File: config.mk
export PLATFORM = sky130hd
export DESIGN_NAME = bpc_cfg_regs
export DESIGN_NICKNAME = d
export VERILOG_FILES = /design/src/sv/bpc_pkg.sv /design/src/sv/bpc_cfg_regs.sv
export SDC_FILE = /design/constraint.sdc
export NUM_CORES = 1
export LEC_CHECK = 0
export BUFFER_PORTS_ARGS = -buffer_cell sky130_fd_sc_hd__buf_2
export CAP_MARGIN = 20
export CORE_ASPECT_RATIO = 2
export CORE_MARGIN = 2
export CORE_UTILIZATION = 50
export CTS_BUF_LIST = sky130_fd_sc_hd__clkbuf_16
export CTS_CLUSTER_SIZE = 10
export DETAILED_ROUTE_END_ITERATION = 8
export GPL_ROUTABILITY_DRIVEN = 0
export PLACE_DENSITY_LB_ADDON = 0.2
export SYNTH_ARGS = -nofsm -noshare
export SYNTH_HDL_FRONTEND = slang
export SYNTH_SLANG_ARGS = --single-unit
File: constraint.sdc
create_clock -name clk -period 0.9 [get_ports clk]
set_input_delay 0.135 -clock clk [delete_from_list [all_inputs] [get_ports clk]]
set_output_delay 0.135 -clock clk [all_outputs]
set_load 0.02 [all_outputs]
File: src/sv/bpc_pkg.sv
// shared types and register codes for the barometric compensation block
// no dependencies

package bpc_pkg;

	localparam int CFG_IDX_W  = 3;
	localparam int CFG_DATA_W = 16;

	localparam logic [CFG_IDX_W-1:0] REG_PRESSURE_SENS    = 3'd0;
	localparam logic [CFG_IDX_W-1:0] REG_PRESSURE_OFFSET  = 3'd1;
	localparam logic [CFG_IDX_W-1:0] REG_SENS_TEMP_COEF   = 3'd2;
	localparam logic [CFG_IDX_W-1:0] REG_OFFSET_TEMP_COEF = 3'd3;
	localparam logic [CFG_IDX_W-1:0] REG_REF_TEMP         = 3'd4;
	localparam logic [CFG_IDX_W-1:0] REG_TEMP_COEF        = 3'd5;
	localparam logic [CFG_IDX_W-1:0] REG_SECOND_ORDER     = 3'd6;

	localparam logic signed [18:0] TEMP_NOMINAL = 19'sd2000;
	localparam logic signed [18:0] TEMP_COLD    = -19'sd1500;
	localparam logic signed [19:0] TEMP_MIN     = -20'sd262144;
	localparam logic signed [19:0] TEMP_MAX     = 20'sd262143;
	localparam logic signed [29:0] PRES_MAX     = 30'sd262143;

	typedef struct packed {
		logic [15:0] pressure_sens;
		logic [15:0] pressure_offset;
		logic [15:0] sens_temp_coef;
		logic [15:0] offset_temp_coef;
		logic [15:0] ref_temp;
		logic [15:0] temp_coef;
		logic        second_order;
	} cfg_t;

	// first-order results, signed fields held as plain vectors
	typedef struct packed {
		logic        valid;
		logic [23:0] d1;
		logic [18:0] temp;
		logic [16:0] t2;
		logic [34:0] off;
		logic [34:0] sens;
	} front_t;

	// corrected offset, sensitivity and final temperature
	typedef struct packed {
		logic        valid;
		logic [23:0] d1;
		logic [18:0] temp;
		logic [39:0] off;
		logic [39:0] sens;
	} corr_t;

endpackage

File: src/sv/bpc_cfg_regs.sv
// calibration word and mode registers behind the plain write port
// depends on bpc_pkg

module bpc_cfg_regs (
	input  logic                             clk,
	input  logic                             arst_n,
	input  logic                             cfg_we,
	input  logic [bpc_pkg::CFG_IDX_W-1:0]    cfg_index,
	input  logic [bpc_pkg::CFG_DATA_W-1:0]   cfg_wdata,
	output bpc_pkg::cfg_t                    cfg
);
	import bpc_pkg::*;

	cfg_t cfg_q;

	always_ff @(posedge clk or negedge arst_n) begin
		if (!arst_n) begin
			cfg_q <= '0;
		end else if (cfg_we) begin
			case (cfg_index)
				REG_PRESSURE_SENS:    cfg_q.pressure_sens    <= cfg_wdata;
				REG_PRESSURE_OFFSET:  cfg_q.pressure_offset  <= cfg_wdata;
				REG_SENS_TEMP_COEF:   cfg_q.sens_temp_coef   <= cfg_wdata;
				REG_OFFSET_TEMP_COEF: cfg_q.offset_temp_coef <= cfg_wdata;
				REG_REF_TEMP:         cfg_q.ref_temp         <= cfg_wdata;
				REG_TEMP_COEF:        cfg_q.temp_coef        <= cfg_wdata;
				REG_SECOND_ORDER:     cfg_q.second_order     <= cfg_wdata[0];
				default: begin
				end
			endcase
		end
	end

	assign cfg = cfg_q;

endmodule

# After elaboration in Yosys (flattened, before gate mapping)
# Index checks and enable logic that the tools add are counted.
[classes]
n_reduce_logical = 8
n_eq_ne = 6
[ops]
columns = ["cell", "n"]
rows = [
  ["$reduce_and A2 Y1", 7],
  ["$eq A3 B3 Y1 const B", 3],
  ["$eq A3 B2 Y1 const B", 2],
  ["$eq A3 B1 Y1 const B", 1],
  ["$logic_not A3 Y1", 1],
]
[totals]
elab_cells = 21
reg_bits = 97
output_inout_bits = 97

# Logic depth before layout (Yosys ltp)
# Gate-level depths: netlist (run 1).
[depth]
depth_word = 2
mapped_depth = 5
ltp_nobuf = 2

# Worst setup path before layout (run 1)
# OpenSTA, ideal clock, no wires.
[synth_path]
path_type = "input to register"
startpoint = "in cfg_index[0] (netlist bit)"
endpoint = "reg cfg_q, in the netlist cfg[81]"
arrival_ps = 1214
path_slack_ps = -439
t_required_ps = 775
stages = 4
setup_ps = 125
n_path_buf = 2
cell_sequence = "buf_6 nor4b_4 buf_6 mux2_2"
[synth_between]
elab_chain_cells = 2
[synth_rtl]
columns = ["item", "line", "rtl"]
rows = [
  ["from (decl)", "bpc_cfg_regs.sv:8", "input logic [bpc_pkg::CFG_IDX_W-1:0] cfg_index,"],
  ["$logic_not A3 Y1", "bpc_cfg_regs.sv:20", "case (cfg_index)"],
  ["$reduce_and A2 Y1 (no source line)", "--", ""],
  ["to (decl)", "bpc_cfg_regs.sv:14", "cfg_t cfg_q;"],
]
# No other way between the ends.
# A chain may end at the register's enable or synchronous reset.

# Worst setup path in the final report (run 1)
[layout_path]
startpoint = "reg cfg_q, in the netlist cfg[32]"
endpoint = "out cfg[32] (netlist bit)"
[layout_lines]
columns = ["item", "line", "rtl"]
rows = [
  ["to (decl)", "bpc_cfg_regs.sv:10", "output bpc_pkg::cfg_t cfg"],
]
# No word-level cell between the ends.

==> impl_metrics.csv, run 1 <==
group,metric,value,unit
status,status,"complete, but fails checks",
status,failed_checks,"negative setup slack",
worst_setup_path,reg2reg_to,"cfg[49]$_DFFE_PN0P_",
die,initial_core_util,51.3,%
cells_and_area,regArea,0.00243,mm²
drt,wire_per_inst,21.4,µm
cells_and_area,area_growth,67.7,%
global_routing,grt_overflow_total,0,
drt,dr.pass1.iters,4,
cells_and_area,stdcell_count,500,
cells_and_area,design_area,0.00625,mm²
global_routing,grt_pass1_wl,16.2,mm
worst_setup_path,startpoint_type,"flop",
global_routing,grt_use_met2,46.9,%
synth,async_flop_share,100,%
drt,route.detailed.drc,0,
synth,syn-instance-count,211,
synth,synthTopCellsByCount,"97 x dfrtp_1, 97 x mux2_2, 6 x buf_6",
sta,slew_viol_final,0,
sta,post-route-period-util,117,%
global_routing,antenna_found_initial,0,
synth,syn_avg_cell_area,17.7,µm²
worst_setup_path,crit_family,"flip-flops",
synth,synth-xor-area-share,0,%
worst_setup_path,worstSetupPathType,"flop to output port",
synth,synth_compound_area_share,0,%
sta,finalWorstSetupSlack,-0.149,ns
worst_setup_path,path_buf_inv,1,
clocking,cts_sinks,97,
synth,synth_top_area_cell,"dfrtp_1",
clocking,htree_levels,3,
cells_and_area,largest_reg_flops,97,
worst_setup_path,reg2regPathDepth,2,
cells_and_area,nNetsFinal,425,
placement,dp_hpwl,6.07,mm
min_path,hold_start,"cfg_wdata[10]",
cells_and_area,fillCellCount,316,
sta,hold_viol,0,
worst_setup_path,timing.rr.start,"cfg[49]$_DFFE_PN0P_",
global_routing,grt_usage,27.1,%
global_routing,busiest_layer,"met2",
drt,via_per_inst,5.04,
clocking,clock_latency,0.34,ns
synth,synthAdderAreaFrac,0,%
drt,wirelength,10.7,mm
cells_and_area,multi_input_area,0.00144,mm²
flow_run,cap_viol_max_count,0,
sta,tightestPinTransition,0.298,ns
sta,finalSetupViolCount,128,
die,die_w,65.1,µm
synth,ys_warn_count,0,
worst_setup_path,crit_path_max_incr_delay,0.42,ns
synth,ys_seq_area_share,65.1,%
placement,dpl-instance-area,0.00474,mm²
synth,syn_area,0.00373,mm²
min_path,whs_path_depth,2,
worst_setup_path,cp_slowest_cell,"dfrtp_1",
min_path,worstHoldEndpoint,"cfg[59]$_DFFE_PN0P_",
die,dieArea,0.00820,mm²
synth,yosys-top-cells-area,"dfrtp_1 65%, mux2_2 29%, buf_6 1.8%, buf_8 0.81%, nand4b_2 0.81%",
power,p_leak,3.04,nW
sta,fin_worst_skew,0,ns
worst_setup_path,crit_arrival,0.91,ns
sta,rsz0062_at_grt,"true",
worst_setup_path,reg2reg_slack,-0.04,ns
global_routing,grt_max_degree,33,
die,fp.dieH,126,µm
worst_setup_path,worst_ep_required_time,0.76,ns
synth,synth_mux_area_share,29.3,%
min_path,hold_path_class,"input port to flop",
cells_and_area,finish.utilization,86.0,%
power,powerDensity,2520,mW/mm²
synth,yosysTopAreaCellShare,65.1,%
drt,vias,2519,
synth,ys_ff_latch,97,
power,ir_drop,1.70,mV
die,rows,44,
synth,synth_top_family_by_area,"multiplexers",
drt,drtIter0Drc,133,
synth,ys_types,10,
synth,yosys.area_share.simple,2.69,%
sta,fin_crit,1.05,ns
placement,port_buffers,118,
worst_setup_path,critical_path.cell_chain,"buf_6",
clocking,clk_path_buf_depth,2,
drt,drtAntennaViolNets,0,
clocking,clkTransAtPathRegs,0.06,ns
die,pin_count,119,
die,fp.coreArea,0.00727,mm²
sta,fin_setup_tns,-11.59,ns
synth,synth-edff-count,0,
cells_and_area,insertedDiodeCount,0,
clocking,cts_buffers,9,
clocking,cts_tree,"yes",
worst_setup_path,worst-path-max-fanout,2,
clocking,clock-root-buffer,"clkbuf_16",
synth,syn_nets,233,
global_routing,grt.met1_usage,33.8,%
synth,synthFlopType,"dfrtp_1",
sta,fmax,0.953,GHz
worst_setup_path,endpoint_kind,"output port",
global_routing,use_met3,4.38,%
cells_and_area,drive_gt1_share,75.0,%
placement,placed_cells,428,
sta,relSlewSlack,80.1,%
global_routing,grt_pass1_vias,2819,
## timing repair
action,CTS,global route
resized for setup,223,30
endpoints found under the setup margin,128,146
setup buffers,34,22
hold endpoints to repair,97,0
pin swaps,2,2
hold buffers,1,0
gates cloned,1,0
## worst max-delay path by stage
stage	start	end	depth (start not counted)
after floorplan	cfg_index[0]	cfg[81]$_DFFE_PN0P_	4
after global placement	cfg_index[2]	cfg[93]$_DFFE_PN0P_	4
after detailed placement	cfg_index[2]	cfg[89]$_DFFE_PN0P_	4
after CTS	cfg[64]$_DFFE_PN0P_	cfg[64]	1
after global routing	cfg[32]$_DFFE_PN0P_	cfg[32]	1
final	cfg[32]$_DFFE_PN0P_	cfg[32]	1
## where the power goes
part	switching [W]	leakage [nW]	internal, W
logic	0.00244	1.75	0.00374
registers	0.000841	1.16	0.00533
clock network	0.00159	0.126	0.00184
total	0.00487	3.04	0.0109
## layer usage
metal	vias to the layer above	share of wire (%)
li1	1129	-
met1	1280	39
met2	92	55
met3	18	4.2
met4	0	2.3
met5	-	0
## kinds of logic after synthesis
kind of cell / after synthesis
buffers and inverters: 10
flip-flops: 97
multiplexers: 97
AND/OR/NAND/NOR: 7
## final cells by class
cell class	instances	share of cell area (%)
flip-flops and latches	97	38.8
multi-input cells	104	23.0
well taps	92	1.84
clock buffers	9	3.60
clock inverters	7	0.601
repair buffers	191	32.1
## metrics by stage
stage                     power, W  hold WS, ns  setup WS [ns]
final                       0.0158        0.111         -0.149
after global routing        0.0164        0.116         -0.183
after CTS                   0.0152       0.0966         -0.156
after detailed placement   0.00981       0.0150         -0.438
after global placement     0.00972       0.0128         -0.395
after floorplan            0.00828       -0.161         -0.381
## cell usage in the layout, fill, tap and decap left out
cell type	synthesis	final
mux2_4	0	65
and4bb_1	1	1
clkbuf_16	0	9
mux2_2	97	32
buf_12	0	9
dfrtp_1	97	97
nand4b_2	2	2
clkinvlp_4	0	2
dlygate4sd3_1	0	1
buf_6	6	126
buf_8	2	3
clkinv_1	0	2
and4bb_2	2	1
clkbuf_4	0	1
nand4b_1	1	1
nor4b_4	1	1
buf_4	0	35
clkinv_2	0	3
buf_2	2	16
and4bb_4	0	1
Note: power is estimated with default switching activity, not from simulation.
==> run 2, diff against run 1 <==
- CORE_MARGIN: 2 -> default
- SLEW_MARGIN: default -> 10
==> run 2 against run 1 <==
The run still ends with negative setup slack left. Non-clock buffer count up 6. Wire length increased by 11%. Critical path depth unchanged. Power grew 1.4%. Clock skew unchanged. Sequential share of layout area decreased by 1.3 points. Global-route usage down 0.68 points. Largest cell class unchanged. Largest power group unchanged.
==> impl_metrics.csv, run 2 (same netlist as run 1, synthesis figures left out) <==
group,metric,value,unit
sta,relSlewSlack,74.1,%
sta,finalSetupViolCount,152,
clocking,clock_latency,0.33,ns
drt,wirelength,11.8,mm
sta,post-route-period-util,116,%
power,powerDensity,2470,mW/mm²
drt,dr.pass1.iters,4,
worst_setup_path,worst-path-max-fanout,2,
drt,wire_per_inst,23.4,µm
clocking,clk_path_buf_depth,2,
sta,fin_worst_skew,0,ns
global_routing,grt_usage,26.4,%
cells_and_area,stdcell_count,505,
power,intPower,0.0110,W
sta,finalWorstSetupSlack,-0.143,ns
worst_setup_path,endpoint_kind,"output port",
cells_and_area,final_common_cell,"buf_6",
placement,placed_cells,423,
sta,hold_viol,0,
power,p_leak,3.20,nW
worst_setup_path,crit_path_max_incr_delay,0.42,ns
sta,fmax,0.958,GHz
worst_setup_path,worstSetupPathType,"flop to output port",
worst_setup_path,worst_ep_required_time,0.76,ns
sta,rsz0062_at_grt,"true",
placement,dp_hpwl,5.42,mm
cells_and_area,drive_gt1_share,75.1,%
cells_and_area,largest_reg_flops,97,
status,failed_checks,"negative setup slack",
clocking,cts_tree,"yes",
clocking,clock-root-buffer,"clkbuf_16",
worst_setup_path,critical_path.cell_chain,"buf_6",
sta,slew_viol_final,0,
cells_and_area,design_area,0.00647,mm²
worst_setup_path,crit_arrival,0.91,ns
drt,route.detailed.drc,0,
placement,dpl-instance-area,0.00468,mm²
clocking,cts_buffers,9,
min_path,hold_path_class,"input port to flop",
die,die_w,63.1,µm
clocking,cts_sinks,97,
sta,tightestPinTransition,0.389,ns
placement,port_buffers,118,
drt,drtAntennaViolNets,0,
clocking,htree_levels,3,
die,rows,44,
die,initial_core_util,51.7,%
global_routing,grt_pass1_wl,15.1,mm
power,p_comb_share,40.0,%
global_routing,grt_max_degree,49,
die,dieArea,0.00782,mm²
worst_setup_path,cp_slowest_cell,"dfrtp_1",
worst_setup_path,startpoint_type,"flop",
die,fp.coreArea,0.00721,mm²
cells_and_area,nNetsFinal,431,
power,fin_total_pwr,0.0160,W
drt,vias,2649,
drt,drtIter0Drc,98,
die,fp.dieH,124,µm
power,ir_drop,1.74,mV
global_routing,grt_pass1_vias,2727,
placement,place_ws,-0.397,ns
power,swShare,31.1,%
die,pin_count,119,
power,seq_power_share,38.9,%
worst_setup_path,path_buf_inv,1,
drt,via_per_inst,5.25,
flow_run,cap_viol_max_count,0,
global_routing,grt_overflow_total,0,
power,switchingPower,0.00496,W
cells_and_area,area_growth,73.6,%
clocking,clkTransAtPathRegs,0.07,ns
sta,fin_crit,1.04,ns
worst_setup_path,crit_family,"flip-flops",
power,clkPwrFrac,21.1,%
cells_and_area,insertedDiodeCount,0,
status,status,"complete, but fails checks",
global_routing,antenna_found_initial,0,
cells_and_area,mostFrequentLayoutCells,"133 x buf_6, 97 x dfrtp_1, 82 x mux2_4, 32 x buf_4, 16 x buf_2",
[run 2: cell count changes in the layout (fill, tap and decap cells not counted), sizes merged]
cell,previous run,this run
buf,189,193
clkinv,5,4
clkinvlp,2,1
clkbuf,10,12
inv,0,1
[run 2: final timing paths]
kind | start | end | slack (ns) | depth (start not counted)
setup / recovery | cfg[79]$_DFFE_PN0P_ | cfg[79] | -0.14 | 1
min in group asynchronous | arst_n | cfg[41]$_DFFE_PN0P_ | 0.35 | 3
hold reg to reg | cfg[33]$_DFFE_PN0P_ | cfg[33]$_DFFE_PN0P_ | 0.54 | 1
setup reg to reg | cfg[88]$_DFFE_PN0P_ | cfg[88]$_DFFE_PN0P_ | -0.04 | 2
max in group asynchronous | arst_n | cfg[35]$_DFFE_PN0P_ | 0.19 | 3
hold / removal | cfg_wdata[1] | cfg[50]$_DFFE_PN0P_ | 0.12 | 2
[run 2: power by group through the flow]
stage / logic [W] / clock network (W) / registers, W
3_3_place_gp: 0.00378 / 0 / 0.00587
4_1_cts: 0.00560 / 0.00338 / 0.00604
3_5_place_dp: 0.00384 / 0 / 0.00589
6_report: 0.00640 / 0.00337 / 0.00621
2_1_floorplan: 0.00120 / 0 / 0.00708
5_1_grt: 0.00665 / 0.00356 / 0.00628
[run 2: timing repair]
item | CTS | global route
setup endpoints to repair | 146 | 177
pin swaps | 2 | 4
gates resized for setup | 210 | 75
hold buffers | 1 | 0
cloned | 3 | 3
setup buffers | 43 | 20
hold endpoints to repair | 97 | 0
[run 2: layer usage]
layer,up-vias,GRT usage (%),share of wire (%)
li1,1148,-,-
met1,1380,31.1,39
met2,101,45.8,55
met3,20,5.68,4.1
met4,0,11.5,2.5
met5,-,0,0
[run 2: layout make-up]
| type | instances | area (µm²) |
|---|---|---|
| Clock inverter | 6 | 27.5 |
| Sequential cell | 97 | 2430 |
| Clock buffer | 9 | 225 |
| Tap cell | 92 | 115 |
| Multi-Input combinational cell | 104 | 1530 |
| Fill cell | 264 | 739 |
| Timing Repair Buffer | 197 | 2150 |
[run 2: stage by stage]
step / TNS [ns] / utilization (%) / hold WS (ns)
6_report: -13.01 / 89.7 / 0.115
3_3_place_gp: -29.37 / 64.9 / 0.139
5_1_grt: -15.73 / 89.7 / 0.126
3_5_place_dp: -31.35 / 64.9 / 0.141
2_1_floorplan: -19.36 / - / -0.161
4_1_cts: -11.80 / 83.4 / 0.101
==> run 3, diff against run 2 <==
- TNS_END_PERCENT: default -> 20
==> run 3 against run 2 <==
The run still ends with negative setup slack left. Via count is 11% lower. Final area is 15% lower. Worst hold slack worse by 0.013 ns. Largest power group is now registers. Register-to-register slack better by 0.02 ns. Sequential power is 3.7% lower. Critical endpoint is now cfg[30]. Maximum frequency is 1.2% higher. First-iteration DRC count is 23% higher.
==> impl_metrics.csv, run 3 (same netlist as run 1, synthesis figures left out) <==
group,metric,value,unit
status,failed_checks,"negative setup slack",
worst_setup_path,reg2regPathDepth,2,
cells_and_area,final_common_cell,"dfrtp_1",
drt,wire_per_inst,19.3,µm
drt,vias,2346,
global_routing,grt.met1_usage,24.7,%
min_path,hold_start,"cfg_wdata[9]",
drt,route.detailed.drc,0,
global_routing,grt_use_met2,39.9,%
clocking,clkTransAtPathRegs,0.06,ns
drt,via_per_inst,5.14,
clocking,cts_tree,"yes",
cells_and_area,finish.utilization,76.2,%
sta,rsz0062_at_grt,"true",
cells_and_area,area_growth,47.5,%
sta,timing.hold.ws,0.103,ns
worst_setup_path,timing.rr.start,"cfg[62]$_DFFE_PN0P_",
die,dieArea,0.00782,mm²
sta,hold_viol,0,
sta,finalSetupViolCount,134,
clocking,clk_path_buf_depth,2,
cells_and_area,mostFrequentLayoutCells,"97 x dfrtp_1, 62 x mux2_2, 59 x buf_6, 58 x buf_2, 35 x mux2_4",
global_routing,use_met3,5.22,%
worst_setup_path,crit_family,"flip-flops",
placement,port_buffers,118,
status,status,"complete, but fails checks",
power,ir_drop,1.55,mV
sta,slew_viol_final,0,
cells_and_area,drive_gt1_share,72.3,%
min_path,whs_path_depth,2,
worst_setup_path,cp_slowest_cell,"dfrtp_1",
worst_setup_path,path_buf_inv,1,
clocking,clock-root-buffer,"clkbuf_16",
cells_and_area,largest_reg_flops,97,
cells_and_area,nNetsFinal,381,
clocking,htree_levels,3,
worst_setup_path,crit_path_max_incr_delay,0.39,ns
clocking,cts_buffers,9,
drt,wirelength,8.80,mm
power,p_leak,2.64,nW
placement,dp_hpwl,5.65,mm
worst_setup_path,worst_ep_required_time,0.76,ns
sta,fmax,0.970,GHz
drt,drtAntennaViolNets,0,
die,pin_count,119,
worst_setup_path,reg2reg_slack,-0.02,ns
power,powerDensity,2660,mW/mm²
worst_setup_path,critical_path.cell_chain,"buf_2",
flow_run,cap_viol_max_count,0,
die,fp.coreArea,0.00721,mm²
worst_setup_path,reg2reg_to,"cfg[62]$_DFFE_PN0P_",
cells_and_area,design_area,0.00550,mm²
global_routing,grt_overflow_total,0,
clocking,clock_latency,0.34,ns
global_routing,grt_pass1_vias,2394,
die,fp.dieH,124,µm
sta,fin_setup_tns,-10.84,ns
drt,dr.pass1.iters,3,
global_routing,grt_pass1_wl,12.5,mm
clocking,cts_sinks,97,
die,rows,44,
die,initial_core_util,51.7,%
sta,post-route-period-util,115,%
worst_setup_path,crit_arrival,0.90,ns
worst_setup_path,startpoint_type,"flop",
global_routing,grt_max_degree,39,
worst_setup_path,endpoint_kind,"output port",
worst_setup_path,worstSetupPathType,"flop to output port",
min_path,worstHoldEndpoint,"cfg[90]$_DFFE_PN0P_",
worst_setup_path,worst-path-max-fanout,2,
sta,fin_worst_skew,0,ns
sta,finalWorstSetupSlack,-0.131,ns
global_routing,busiest_layer,"met2",
sta,fin_crit,1.03,ns
die,die_w,63.1,µm
sta,relSlewSlack,82.8,%
global_routing,antenna_found_initial,0,
cells_and_area,insertedDiodeCount,0,
min_path,hold_path_class,"input port to flop",
global_routing,grt_usage,22.0,%
placement,dpl-instance-area,0.00461,mm²
sta,tightestPinTransition,0.257,ns
drt,drtIter0Drc,121,
[run 3: cell types whose count changed in the layout (fill, tap and decap cells not counted), moves of 3 or more]
cell       before  now
and4bb_2        0    3
and4bb_4        3    0
buf_12          8   11
buf_2          16   58
buf_4          32   18
buf_6         133   59
clkbuf_16      12    9
mux2_2         15   62
mux2_4         82   35
[run 3: power breakdown]
group | switching, W | internal [W] | leakage, nW | total [W]
Clock | 0.00154 | 0.00240 | 0.150 | 0.00394
Combinational | 0.00221 | 0.00249 | 1.33 | 0.00469
Sequential | 0.000654 | 0.00533 | 1.16 | 0.00598
[run 3: metal layers]
layer	part of all wire [%]	wire length, µm
met5	0	0
met4	0.89	78
met3	3.8	336
met2	55	4870
met1	40	3510
[run 3: stage by stage]
stage,worst slack [ns],instances,power [W]
after floorplan,-0.381,211,0.00803
after global placement,-0.369,427,0.00943
after detailed placement,-0.402,427,0.00954
after CTS,-0.141,449,0.0140
after global routing,-0.158,456,0.0152
final,-0.131,456,0.0146
[run 3: cell type report]
type	instances	area, µm²
clock buffer	9	225
clock inverter	7	85.1
fill	424	1720
multi-input combinational	104	1320
sequential	97	2430
tap	92	115
timing repair buffer	147	1320
[run 3: how the worst max path moves through the flow]
stage          cells after the start                 from             endpoint
2_1_floorplan                      4         cfg_index[0]  cfg[81]$_DFFE_PN0P_
4_1_cts                            1  cfg[25]$_DFFE_PN0P_              cfg[25]
3_5_place_dp                       4         cfg_index[2]  cfg[89]$_DFFE_PN0P_
5_1_grt                            1  cfg[30]$_DFFE_PN0P_              cfg[30]
6_report                           1  cfg[30]$_DFFE_PN0P_              cfg[30]
3_3_place_gp                       4         cfg_index[2]  cfg[86]$_DFFE_PN0P_
[run 3: repair_timing]
action                     4_1_cts  5_1_grt
buffers inserted                 5        7
setup endpoints to repair      137      171
hold buffers                     1        0
pin swaps                        1        2
gates resized for setup         65       83
hold endpoints to repair        97        0
